===== config.mk =====
export PLATFORM = sky130hd
export DESIGN_NAME = deadline_job_sequencer_core
export DESIGN_NICKNAME = d
export VERILOG_FILES = /design/src/djs_pkg.sv /design/src/deadline_job_sequencer_core.sv /design/src/djs_fifo.sv /design/src/djs_sched.sv
export SDC_FILE = /design/constraint.sdc
export NUM_CORES = 1
export LEC_CHECK = 0
export BUFFER_PORTS_ARGS = -buffer_cell sky130_fd_sc_hd__buf_2
export CAP_MARGIN = 5
export CORE_MARGIN = 2
export CORE_UTILIZATION = 39
export CTS_CLUSTER_SIZE = 24
export DETAILED_ROUTE_END_ITERATION = 7
export SETUP_SLACK_MARGIN = 0.1
export SYNTH_ARGS = -nofsm -noshare
export SYNTH_HDL_FRONTEND = slang
export SYNTH_SLANG_ARGS = --single-unit
export TNS_END_PERCENT = 20

===== constraint.sdc =====
create_clock -name clk -period 6.7 [get_ports clk]
set_input_delay 0 -clock clk [delete_from_list [all_inputs] [get_ports clk]]
set_output_delay 0 -clock clk [all_outputs]
set_load 0.03 [all_outputs]

===== src/djs_pkg.sv =====
package djs_pkg;
	localparam int unsigned DEADLINE_W = 8;
	localparam int unsigned PROFIT_W = 16;
	localparam int unsigned JOBNUM_W = 5;
	localparam int unsigned TOTAL_W = 21;
	localparam int unsigned SUM_W = 22;
	localparam logic [TOTAL_W-1:0] TOTAL_MAX = {TOTAL_W{1'b1}};

	typedef struct packed {
		logic [DEADLINE_W-1:0] deadline;
		logic [PROFIT_W-1:0] profit;
		logic last_job;
	} job_t;

	typedef struct packed {
		logic [JOBNUM_W-1:0] job_number;
		logic [TOTAL_W-1:0] total_profit;
		logic dropped_jobs;
		logic last_result;
	} res_t;
endpackage


===== src/deadline_job_sequencer_core.sv =====
// a set is scheduled once its last job is taken from the queue
// throughput: one job accepted per cycle while the queue of four ahead of the scheduler is not full
// scheduling is sequential: profit scan over the job store then a priority slot search
// reset: asynchronous active low, clears counts, slot mask, sum and queue; stores undefined
module deadline_job_sequencer_core
	import djs_pkg::*;
#(
	parameter int unsigned MAX_JOBS = 32
) (
	input logic clk,
	input logic arst_n,
	input logic in_valid,
	output logic in_stall,
	input logic [7:0] deadline,
	input logic [15:0] profit,
	input logic last_job,
	output logic out_valid,
	input logic out_stall,
	output logic [4:0] job_number,
	output logic [20:0] total_profit,
	output logic dropped_jobs,
	output logic last_result
);
	job_t in_job, q_job;
	logic q_valid, q_take;
	res_t res;

	assign in_job = '{deadline: deadline, profit: profit, last_job: last_job};

	djs_fifo #(.DEPTH(4)) u_fifo (
		.clk(clk), .arst_n(arst_n),
		.wr_valid(in_valid), .wr_stall(in_stall), .wr_data(in_job),
		.rd_valid(q_valid), .rd_take(q_take), .rd_data(q_job)
	);

	djs_sched #(.MAX_JOBS(MAX_JOBS)) u_sched (
		.clk(clk), .arst_n(arst_n),
		.job_valid(q_valid), .job_take(q_take), .job(q_job),
		.res_valid(out_valid), .res_stall(out_stall), .res(res)
	);

	assign job_number = res.job_number;
	assign total_profit = res.total_profit;
	assign dropped_jobs = res.dropped_jobs;
	assign last_result = res.last_result;
endmodule


===== src/djs_fifo.sv =====
module djs_fifo
	import djs_pkg::*;
#(
	parameter int unsigned DEPTH = 4
) (
	input logic clk,
	input logic arst_n,
	input logic wr_valid,
	output logic wr_stall,
	input job_t wr_data,
	output logic rd_valid,
	input logic rd_take,
	output job_t rd_data
);
	localparam int unsigned AW = $clog2(DEPTH);
	job_t mem_q [DEPTH];
	logic [AW-1:0] wp_q, rp_q;
	logic [AW:0] cnt_q;
	logic wr, rd;

	assign wr_stall = (cnt_q == (AW+1)'(DEPTH));
	assign rd_valid = (cnt_q != '0);
	assign rd_data = mem_q[rp_q];
	assign wr = wr_valid && !wr_stall;
	assign rd = rd_take && rd_valid;

	always_ff @(posedge clk) begin
		if (wr) begin
			mem_q[wp_q] <= wr_data;
		end
	end

	always_ff @(posedge clk or negedge arst_n) begin
		if (!arst_n) begin
			wp_q <= '0;
			rp_q <= '0;
			cnt_q <= '0;
		end else begin
			if (wr) begin
				wp_q <= (wp_q == AW'(DEPTH-1)) ? '0 : wp_q + 1'b1;
			end
			if (rd) begin
				rp_q <= (rp_q == AW'(DEPTH-1)) ? '0 : rp_q + 1'b1;
			end
			cnt_q <= cnt_q + (AW+1)'(wr) - (AW+1)'(rd);
		end
	end
endmodule


===== src/djs_sched.sv =====
module djs_sched
	import djs_pkg::*;
#(
	parameter int unsigned MAX_JOBS = 32
) (
	input logic clk,
	input logic arst_n,
	input logic job_valid,
	output logic job_take,
	input job_t job,
	output logic res_valid,
	input logic res_stall,
	output res_t res
);
	localparam int unsigned IW = $clog2(MAX_JOBS);
	localparam int unsigned CW = $clog2(MAX_JOBS+1);
	localparam int unsigned RW = 6;
	localparam int unsigned MAX_RES = 32;

	typedef enum logic [2:0] {LOAD, PICK_INIT, PICK, SLOT, EMIT_WAIT} st_t;
	st_t st_q;

	logic [DEADLINE_W-1:0] dl_mem_q [MAX_JOBS];
	logic [PROFIT_W-1:0] pr_mem_q [MAX_JOBS];
	logic [MAX_JOBS-1:0] done_q;
	logic [MAX_JOBS-1:0] mask_q;
	logic [CW-1:0] count_q;
	logic [CW-1:0] scan_q;
	logic [CW-1:0] round_q;
	logic [IW-1:0] best_q;
	logic found_q;
	logic [PROFIT_W-1:0] best_pr_q;
	logic [SUM_W-1:0] sum_q;
	logic ovf_q;
	logic [RW-1:0] nres_q;
	logic [IW-1:0] pend_idx_q;
	logic pend_q;
	logic [DEADLINE_W-1:0] rd_dl;
	logic [PROFIT_W-1:0] rd_pr;
	logic [IW-1:0] scan_idx;
	logic [CW-1:0] lim;
	logic [MAX_JOBS-1:0] free_m;
	logic slot_ok;
	logic [IW-1:0] slot_idx;
	logic out_free;
	logic load_res;
	logic [SUM_W-1:0] next_sum;

	assign scan_idx = scan_q[IW-1:0];
	assign rd_pr = pr_mem_q[scan_idx];
	assign rd_dl = dl_mem_q[best_q];
	assign out_free = !res_valid || !res_stall;
	assign job_take = (st_q == LOAD) && job_valid;
	assign load_res = out_free && pend_q &&
		((st_q == SLOT && slot_ok && nres_q != RW'(MAX_RES)) || st_q == EMIT_WAIT);

	always_comb begin
		if (CW'(rd_dl) > CW'(MAX_JOBS) || rd_dl > DEADLINE_W'(MAX_JOBS)) begin
			lim = CW'(MAX_JOBS);
		end else begin
			lim = CW'(rd_dl);
		end
		slot_ok = 1'b0;
		slot_idx = '0;
		for (int s = 0; s < MAX_JOBS; s++) begin
			free_m[s] = !mask_q[s] && (CW'(s) < lim);
			if (free_m[s]) begin
				slot_ok = 1'b1;
				slot_idx = IW'(s);
			end
		end
	end

	assign next_sum = sum_q + SUM_W'(pr_mem_q[best_q]);

	always_ff @(posedge clk) begin
		if (job_take && count_q < CW'(MAX_JOBS)) begin
			dl_mem_q[count_q[IW-1:0]] <= job.deadline;
			pr_mem_q[count_q[IW-1:0]] <= job.profit;
		end
	end

	always_ff @(posedge clk or negedge arst_n) begin
		if (!arst_n) begin
			st_q <= LOAD;
			done_q <= '0;
			mask_q <= '0;
			count_q <= '0;
			scan_q <= '0;
			round_q <= '0;
			best_q <= '0;
			found_q <= 1'b0;
			best_pr_q <= '0;
			sum_q <= '0;
			ovf_q <= 1'b0;
			nres_q <= '0;
			pend_idx_q <= '0;
			pend_q <= 1'b0;
			res_valid <= 1'b0;
			res <= '0;
		end else begin
			if (res_valid && !res_stall && !load_res) begin
				res_valid <= 1'b0;
			end
			unique case (st_q)
				LOAD: begin
					if (job_take) begin
						if (count_q < CW'(MAX_JOBS)) begin
							count_q <= count_q + 1'b1;
						end else begin
							ovf_q <= 1'b1;
						end
						if (job.last_job) begin
							round_q <= '0;
							st_q <= PICK_INIT;
						end
					end
				end
				PICK_INIT: begin
					scan_q <= '0;
					found_q <= 1'b0;
					if (round_q == count_q || round_q == CW'(MAX_JOBS)) begin
						st_q <= EMIT_WAIT;
					end else begin
						st_q <= PICK;
					end
				end
				PICK: begin
					if (scan_q == count_q) begin
						st_q <= found_q ? SLOT : EMIT_WAIT;
					end else begin
						if (!done_q[scan_idx] && (!found_q || rd_pr > best_pr_q)) begin
							best_q <= scan_idx;
							best_pr_q <= rd_pr;
							found_q <= 1'b1;
						end
						scan_q <= scan_q + 1'b1;
					end
				end
				SLOT: begin
					if (!slot_ok || !pend_q || out_free) begin
						done_q[best_q] <= 1'b1;
						round_q <= round_q + 1'b1;
						st_q <= PICK_INIT;
						if (slot_ok) begin
							mask_q[slot_idx] <= 1'b1;
							sum_q <= next_sum;
							if (nres_q != RW'(MAX_RES)) begin
								if (pend_q) begin
									res_valid <= 1'b1;
									res.job_number <= JOBNUM_W'(pend_idx_q);
									res.total_profit <= '0;
									res.dropped_jobs <= ovf_q;
									res.last_result <= 1'b0;
								end
								pend_q <= 1'b1;
								pend_idx_q <= best_q;
								nres_q <= nres_q + 1'b1;
							end
						end
					end
				end
				EMIT_WAIT: begin
					if (!pend_q || out_free) begin
						if (pend_q) begin
							res_valid <= 1'b1;
							res.job_number <= JOBNUM_W'(pend_idx_q);
							res.total_profit <= (sum_q > SUM_W'(TOTAL_MAX)) ?
								TOTAL_MAX : sum_q[TOTAL_W-1:0];
							res.dropped_jobs <= ovf_q;
							res.last_result <= 1'b1;
						end
						pend_q <= 1'b0;
						nres_q <= '0;
						done_q <= '0;
						mask_q <= '0;
						count_q <= '0;
						sum_q <= '0;
						ovf_q <= 1'b0;
						st_q <= LOAD;
					end
				end
				default: st_q <= LOAD;
			endcase
		end
	end
endmodule


======== Word-level counts from Yosys, hierarchy flattened ========
Memories as Yosys holds them, arrays and structs flattened.
Cells that the tools add are included.
W data, S select, Z words.
storage, ports and cells
  logic and storage cells ................. 348
  memory bits (writable) .................. 868
  input bits .............................. 29
  memories kept ........................... 3
  bits in registers ....................... 178
  output and inout bits ................... 30
operators by class
  $lt $le $gt $ge ......................... 42
  mux-type cells .......................... 134
  bitwise logic cells ..................... 3
  add/subtract/negate cells ............... 9
  eq/ne operators ......................... 24
  reductions and logical operators ........ 111
memories
  name              words  width  read ports  clocked after Yosys merged registers in  wr ports  line             text
  u_sched.pr_mem_q  32     16     2           0                                        1         djs_sched.sv:24  logic [PROFIT_W-1:0] pr_mem_q [MAX_JOBS];
  u_sched.dl_mem_q  32     8      1           0                                        1         djs_sched.sv:23  logic [DEADLINE_W-1:0] dl_mem_q [MAX_JOBS];
  u_fifo.mem_q      4      25     1           0                                        1         djs_fifo.sv:16   job_t mem_q [DEPTH];
operators by type and width
  operator                number
  $mux W28                6
  $mux W32                4
  $pmux W32 S2            2
  $lt A5 B6 Y1 const A    16
  $mux W5                 16
  $mux W22                3
  $mux W6                 11
  $or A32 B32 Y32         2
  $pmux W28 S2            1
  $mux W1                 54
  $lt A4 B6 Y1 const A    8
  $pmux W6 S2             4
  $logic_and A1 B1 Y1     45
  $pmux W22 S2            1
  $logic_not A1 Y1        40
  $mux W3                 11
  $mux W4                 8
  $add A6 B1 Y6 const B   4
  $lt A3 B6 Y1 const A    4
  $add A22 B16 Y22        1
  $gt A22 B21 Y1 const B  1
  $mux W21                1
  $reduce_and A4 Y1       5
  $lt A5 B6 Y1 const B    3
  other kinds (33)        72

======== Depth between registers and ports, before layout ========
An unclocked memory read counts as a cell.
  depth after elaboration ................. 50
  gate-level depth with buffers ........... 24
  gate-level depth less buffers ........... 18

======== Modules after synthesis ========
Synthesis repeated with hierarchy kept, for this count alone.
second synthesis, totals
  cell total of the unflattened synthesis .. 2730
  area total of the unflattened synthesis .. 46921.3 µm²
modules (own cells, without submodules)
  module     cells each  area each (µm²)  sequential area each (µm²)  instances
  djs_sched  2561        42824.8          27341.2                     1
  djs_fifo   169         4096.4           3178.0                      1

======== Least setup slack after synthesis ========
OpenSTA, ideal clock, no wires.
  kind .................................... register -> register
  start ................................... register u_sched.scan_q[0]
  end ..................................... register u_sched.best_pr_q[10]
  required time ........................... 6.575 ns
  path slack .............................. 0.974 ns
  data arrival time ....................... 5.601 ns
  library setup time ...................... 0.125 ns
  period minus slack after synthesis ...... 5.726 ns
  path buffers ............................ 5
  stages on the path, launching flop included .. 22
  path through ............................ dfrtp_1 > clkbuf_1 > clkbuf_1 > buf_1 > buf_1 > mux4_2 > mux4_2 > mux2_2 > ha_1 > nor2b_1 > o21a_1 > o21a_1 > o21a_1 > o21a_1 > o21a_1 > o21a_1 > o21ai_0 > a21boi_0 > o21ai_0 > a31oi_1 > clkbuf_1 > mux2_2
on the way
  longest elaborated chain between the ends .. 5
  elaborated cells between the ends (all ways) .. 10
  classes of those cells .................. 1 x order compare; 1 x eq/ne; 2 x mux; 1 x bitwise; 4 x reduce/logical; 1 x memory
ends and longest elaborated chain
  element                      line              text
  from (decl)                  djs_sched.sv:28   logic [CW-1:0] scan_q;
  from (signal assigned)       djs_sched.sv:137  scan_q <= scan_q + 1'b1;
  $mem_v2 Z32 W16              --
  named net u_sched.rd_pr[1]   djs_sched.sv:39   logic [PROFIT_W-1:0] rd_pr;
  $gt A16 B16 Y1               djs_sched.sv:132  if (!done_q[scan_idx] && (!found_q || rd_pr > best_pr_q)) begin
  $logic_or A1 B1 Y1           djs_sched.sv:132
  $logic_and A1 B1 Y1          djs_sched.sv:132
  $reduce_and A3 Y1 (no line)  --
  to (signal assigned)         djs_sched.sv:134  best_pr_q <= rd_pr;
  to (decl)                    djs_sched.sv:32   logic [PROFIT_W-1:0] best_pr_q;
The timed path passes the listed nets, and every way through them passes these cells. The select of a mux whose other input is x is not followed.
A chain may end at the register's enable or synchronous reset.

======== Worst setup path in the final report ========
  start ................................... register u_sched.best_q[4]
  end ..................................... register u_sched.sum_q[21]
on the way
  longest elaborated chain between the ends .. 43
  elaborated cells between the ends (all ways) .. 112
  classes of those cells .................. 1 x add/sub; 34 x order compare; 2 x eq/ne; 36 x mux; 37 x reduce/logical; 2 x memory
ends and longest elaborated chain
  element                                              line              text
  from (decl)                                          djs_sched.sv:30   logic [IW-1:0] best_q;
  from (signal assigned)                               djs_sched.sv:133  best_q <= scan_idx;
  $mem_v2 Z32 W8                                       --
  $gt A8 B6 Y1 / $gt A6 B6 Y1 (equally long branches)  djs_sched.sv:58   if (CW'(rd_dl) > CW'(MAX_JOBS) || rd_dl > DEADLINE_W'(MAX_JOBS)) begin
  $logic_or A1 B1 Y1                                   djs_sched.sv:58
  $mux W6                                              djs_sched.sv:58
  $lt A1 B6 Y1                                         djs_sched.sv:66   free_m[s] = !mask_q[s] && (CW'(s) < lim);
  $logic_and A1 B1 Y1                                  djs_sched.sv:66
  $mux W1 (32 in series)                               djs_sched.sv:67   if (free_m[s]) begin
  $logic_not A1 Y1                                     djs_sched.sv:141  if (!slot_ok || !pend_q || out_free) begin
  $logic_or A1 B1 Y1 (2 in series)                     djs_sched.sv:141
  $ne A2 B2 Y1 (no line)                               --
  $reduce_and A4 Y1 (no line)                          --
  to (signal assigned)                                 djs_sched.sv:147  sum_q <= next_sum;
  to (decl)                                            djs_sched.sv:33   logic [SUM_W-1:0] sum_q;
Parallel ways exist; a longest one is shown, timed or not. The select of a mux whose other input is x is not followed.

==> reports/summary.txt <==
Hold Path Class = in -> async
drt drc = 0
count leader, synth = edfxtp_1
Max Transition Viols Final = 0
CP most frequent cell = a21oi_1
die height = 350 um
H-tree levels = 3
first-pass GRT wire length = 193 mm
num rows = 127
CP max FO = 17
met3 usage = 4.46%
DR vias = 27500
drt initial violations = 3808
Placed Area = 0.0493 mm2
total grt overflow = 0
DP HPWL = 80.1 mm
core footprint = 0.119 mm2
CP Class = reg -> reg
initial core utilization = 39.1%
Yosys warnings = 0
fin crit share = 90.4%
Sw Pwr = 8.39 mW
gpl congestion = 0.929
max_cap viols = 0
top-area cell type share of the netlist area = 55.7%
slowest stage delay, CP = 0.97 ns
RSZ-0062 raised after global routing = false
Clk pwr share = 26.2%
switching share of power = 35.2%
Worst Setup End Kind = flop
Power Internal = 15.4 mW
number of flops mapped to enable cells by yosys = 868
Tmin final = 6.05 ns
initial antenna violation count = 4
Die ar. = 0.123 mm2
met1 Usage GRT = 30.9%
failing checks = hold timing
number of synthesized register bits = 1046
nets@finish = 2919
num ports = 59
total negative slack = 0 ns
total wire length = 134 mm
async set-reset flop share out of synthesis = 17.0%
Tot GR Track Use = 21.8%
Cell variety after synth = 84
crit path launch type = flop
count of TritonRoute iterations in the first routing pass = 5
die width = 350 um
clk buf depth = 3
Post-CTS Setup Inserts = 0
# diodes = 0
worst clock skew = 0.0301 ns
TritonCTS clock tree = yes
WP data required = 7.33 ns
leakage dissipation = 17.5 nW
vias in the first global route = 27400
Slew @ Worst Pin = 1.16 ns
Vias/cell = 6.05
total clock sinks = 1046
cell taking the most area after synthesis = edfxtp_1
largest net degree at the start of global routing = 116
final setup fails = 0
cell area power density = 448 mW/mm2
Fmax = 165 MHz
critical-path cell list = buf_4, nor3b_2, a22oi_1, o2111ai_1, ha_1, a21o_1, a21oi_1, o21bai_1, a21o_1, a21oi_1, o21ai_0, a2111oi_0, o31ai_1, o41ai_1, nor3b_1, a21oi_1, a31o_2
overall power = 23.8 mW
Synth Flop Type = edfxtp_1
slew margin rel. = 22.4%
ANT nets after route = 0
final hold violation count = 6
Net Count, Synth = 2793
share of cells above drive strength 1 = 26.1%
Post-synth top cells = edfxtp_1 (868), mux4_2 (323), dfrtp_1 (178)
Syn Inst Count = 2714
maximum VDD drop = 0.226 mV
status = finished with violations
root buffer cell = clkbuf_16
worst-skew pair later-pin latency = 0.71 ns
hold slack = -0.00566 ns
slowest cell on the critical path = nor3b_2
global-route layer with the greatest usage = met2
Syn Area/Cell = 17.2 um2
Seq/Total Area, Yosys = 65.3%
critical path arrival = 6.68 ns
Comb pwr share = 34.6%
Layout area overhead = 13.9%
met2 Use GR = 34.0%
# port buffers = 58
routed wire length per instance = 29.5 um
Area contributors post-synth = edfxtp_1 (56%), mux4_2 (16%), dfrtp_1 (9.5%)
DP Cell Count = 4312
fin area = 0.0533 mm2
final std cells w/o fill = 4544
register share of total power = 39.2%
post-synthesis cell area = 0.0468 mm2
clk slew on worst S/H paths = 0.06 ns
CTS buffer count = 110
-- per-layer routing --
metal | vias to the layer above | wire length [um]
met5 | - | 0
met4 | 0 | 4450
met3 | 244 | 12500
met2 | 1458 | 61900
met1 | 14400 | 55200
li1 | 11400 | -
-- metrics by stage --
stage | util, % | setup slack, ns | hold slack (ns)
after detailed placement | 41.2 | 0.905 | 0.201
after global routing | 44.6 | 0.301 | 0.0422
after global placement | 41.2 | 0.835 | 0.175
after floorplan | - | 0.974 | -0.296
after CTS | 44.6 | 0.868 | 0.00864
final | 44.6 | 0.646 | -0.00566
-- critical path, delay by kind of cell (launching register included) --
| family | cells | cell delay [ns] |
|---|---|---|
| compound gates | 13 | 3.47 |
| simple gates | 2 | 1.13 |
| flops | 1 | 0.63 |
| fa+ha+maj | 1 | 0.38 |
| buf+inv | 1 | 0.34 |
-- path summary, 6_finish.rpt --
path	start	endpoint	slack, ns	cells past startpoint
worst min-delay path	arst_n	u_sched.mask_q[5]$_DFFE_PN0P_	-0.006	2
worst max register to register	u_sched.best_q[4]$_DFFE_PN0P_	u_sched.sum_q[21]$_DFFE_PN0P_	0.65	17
worst max-delay path	u_sched.best_q[4]$_DFFE_PN0P_	u_sched.sum_q[21]$_DFFE_PN0P_	0.65	17
min in group clk	deadline[7]	u_fifo.mem_q[0][24]$_DFFE_PP_	0.05	2
max in group asynchronous	arst_n	u_sched.best_q[0]$_DFFE_PN0P_	5.00	3
worst min register to register	u_sched.res[26]$_DFFE_PN0P_	u_sched.res[26]$_DFFE_PN0P_	0.48	1
-- cell families (layout without fill, tap and decap cells) --
logic type               Yosys count  after routing  synth area share, %
buffers and inverters            246            464                 2.50
XOR/XNOR                          34             34                0.637
flip-flops                      1046           1046                 65.3
adder cells (fa/ha/maj)           50             50                 1.37
AO/OA/AOI/OAI                    444            444                 6.39
AND/OR/NAND/NOR                  401            401                 4.52
multiplexers                     493            493                 19.3
-- power groups by stage --
stage / clock network, mW / registers [mW] / logic, mW
after floorplan: 0 / 9.15 / 5.78
after global placement: 0 / 9.43 / 8.03
after detailed placement: 0 / 9.48 / 8.19
after CTS: 6.35 / 9.35 / 8.23
after global routing: 6.60 / 9.44 / 8.85
final: 6.24 / 9.34 / 8.25
-- sequential cells by signal (all words and copies together) (netlist names), 6 cells and up --
signal             cells
u_fifo.mem_q         100
u_sched.mask_q        32
u_sched.pr_mem_q     512
u_sched.count_q        6
u_sched.nres_q         6
u_sched.dl_mem_q     256
u_sched.res           28
u_sched.scan_q         6
u_sched.done_q        32
u_sched.sum_q         22
u_sched.best_pr_q     16
u_sched.round_q        6
-- final cells by class --
cell class | instances | area, um2
clock buffer | 139 | 2900
clock inverter | 65 | 800
fill | 10300 | 66200
inverter | 81 | 304
multi-input combinational | 1422 | 15400
sequential | 1046 | 30500
tap | 1612 | 2020
timing repair buffer | 179 | 1330
-- cells in the final DEF, fill, tap and decap left out, types with 57 or more instances in the layout --
cell       instances
mux4_2           323
o21ai_0           87
buf_4             89
inv_1             79
buf_2             57
clkbuf_16        110
dfrtp_1          171
mux2i_1          121
a22oi_1           65
edfxtp_1         868
nand2_1          108
-- timing repair --
action,in CTS,in global routing
hold endpoints to repair,228,0
hold buffers,28,0
resized for setup,0,0
Power figures use the tool's default switching activity.
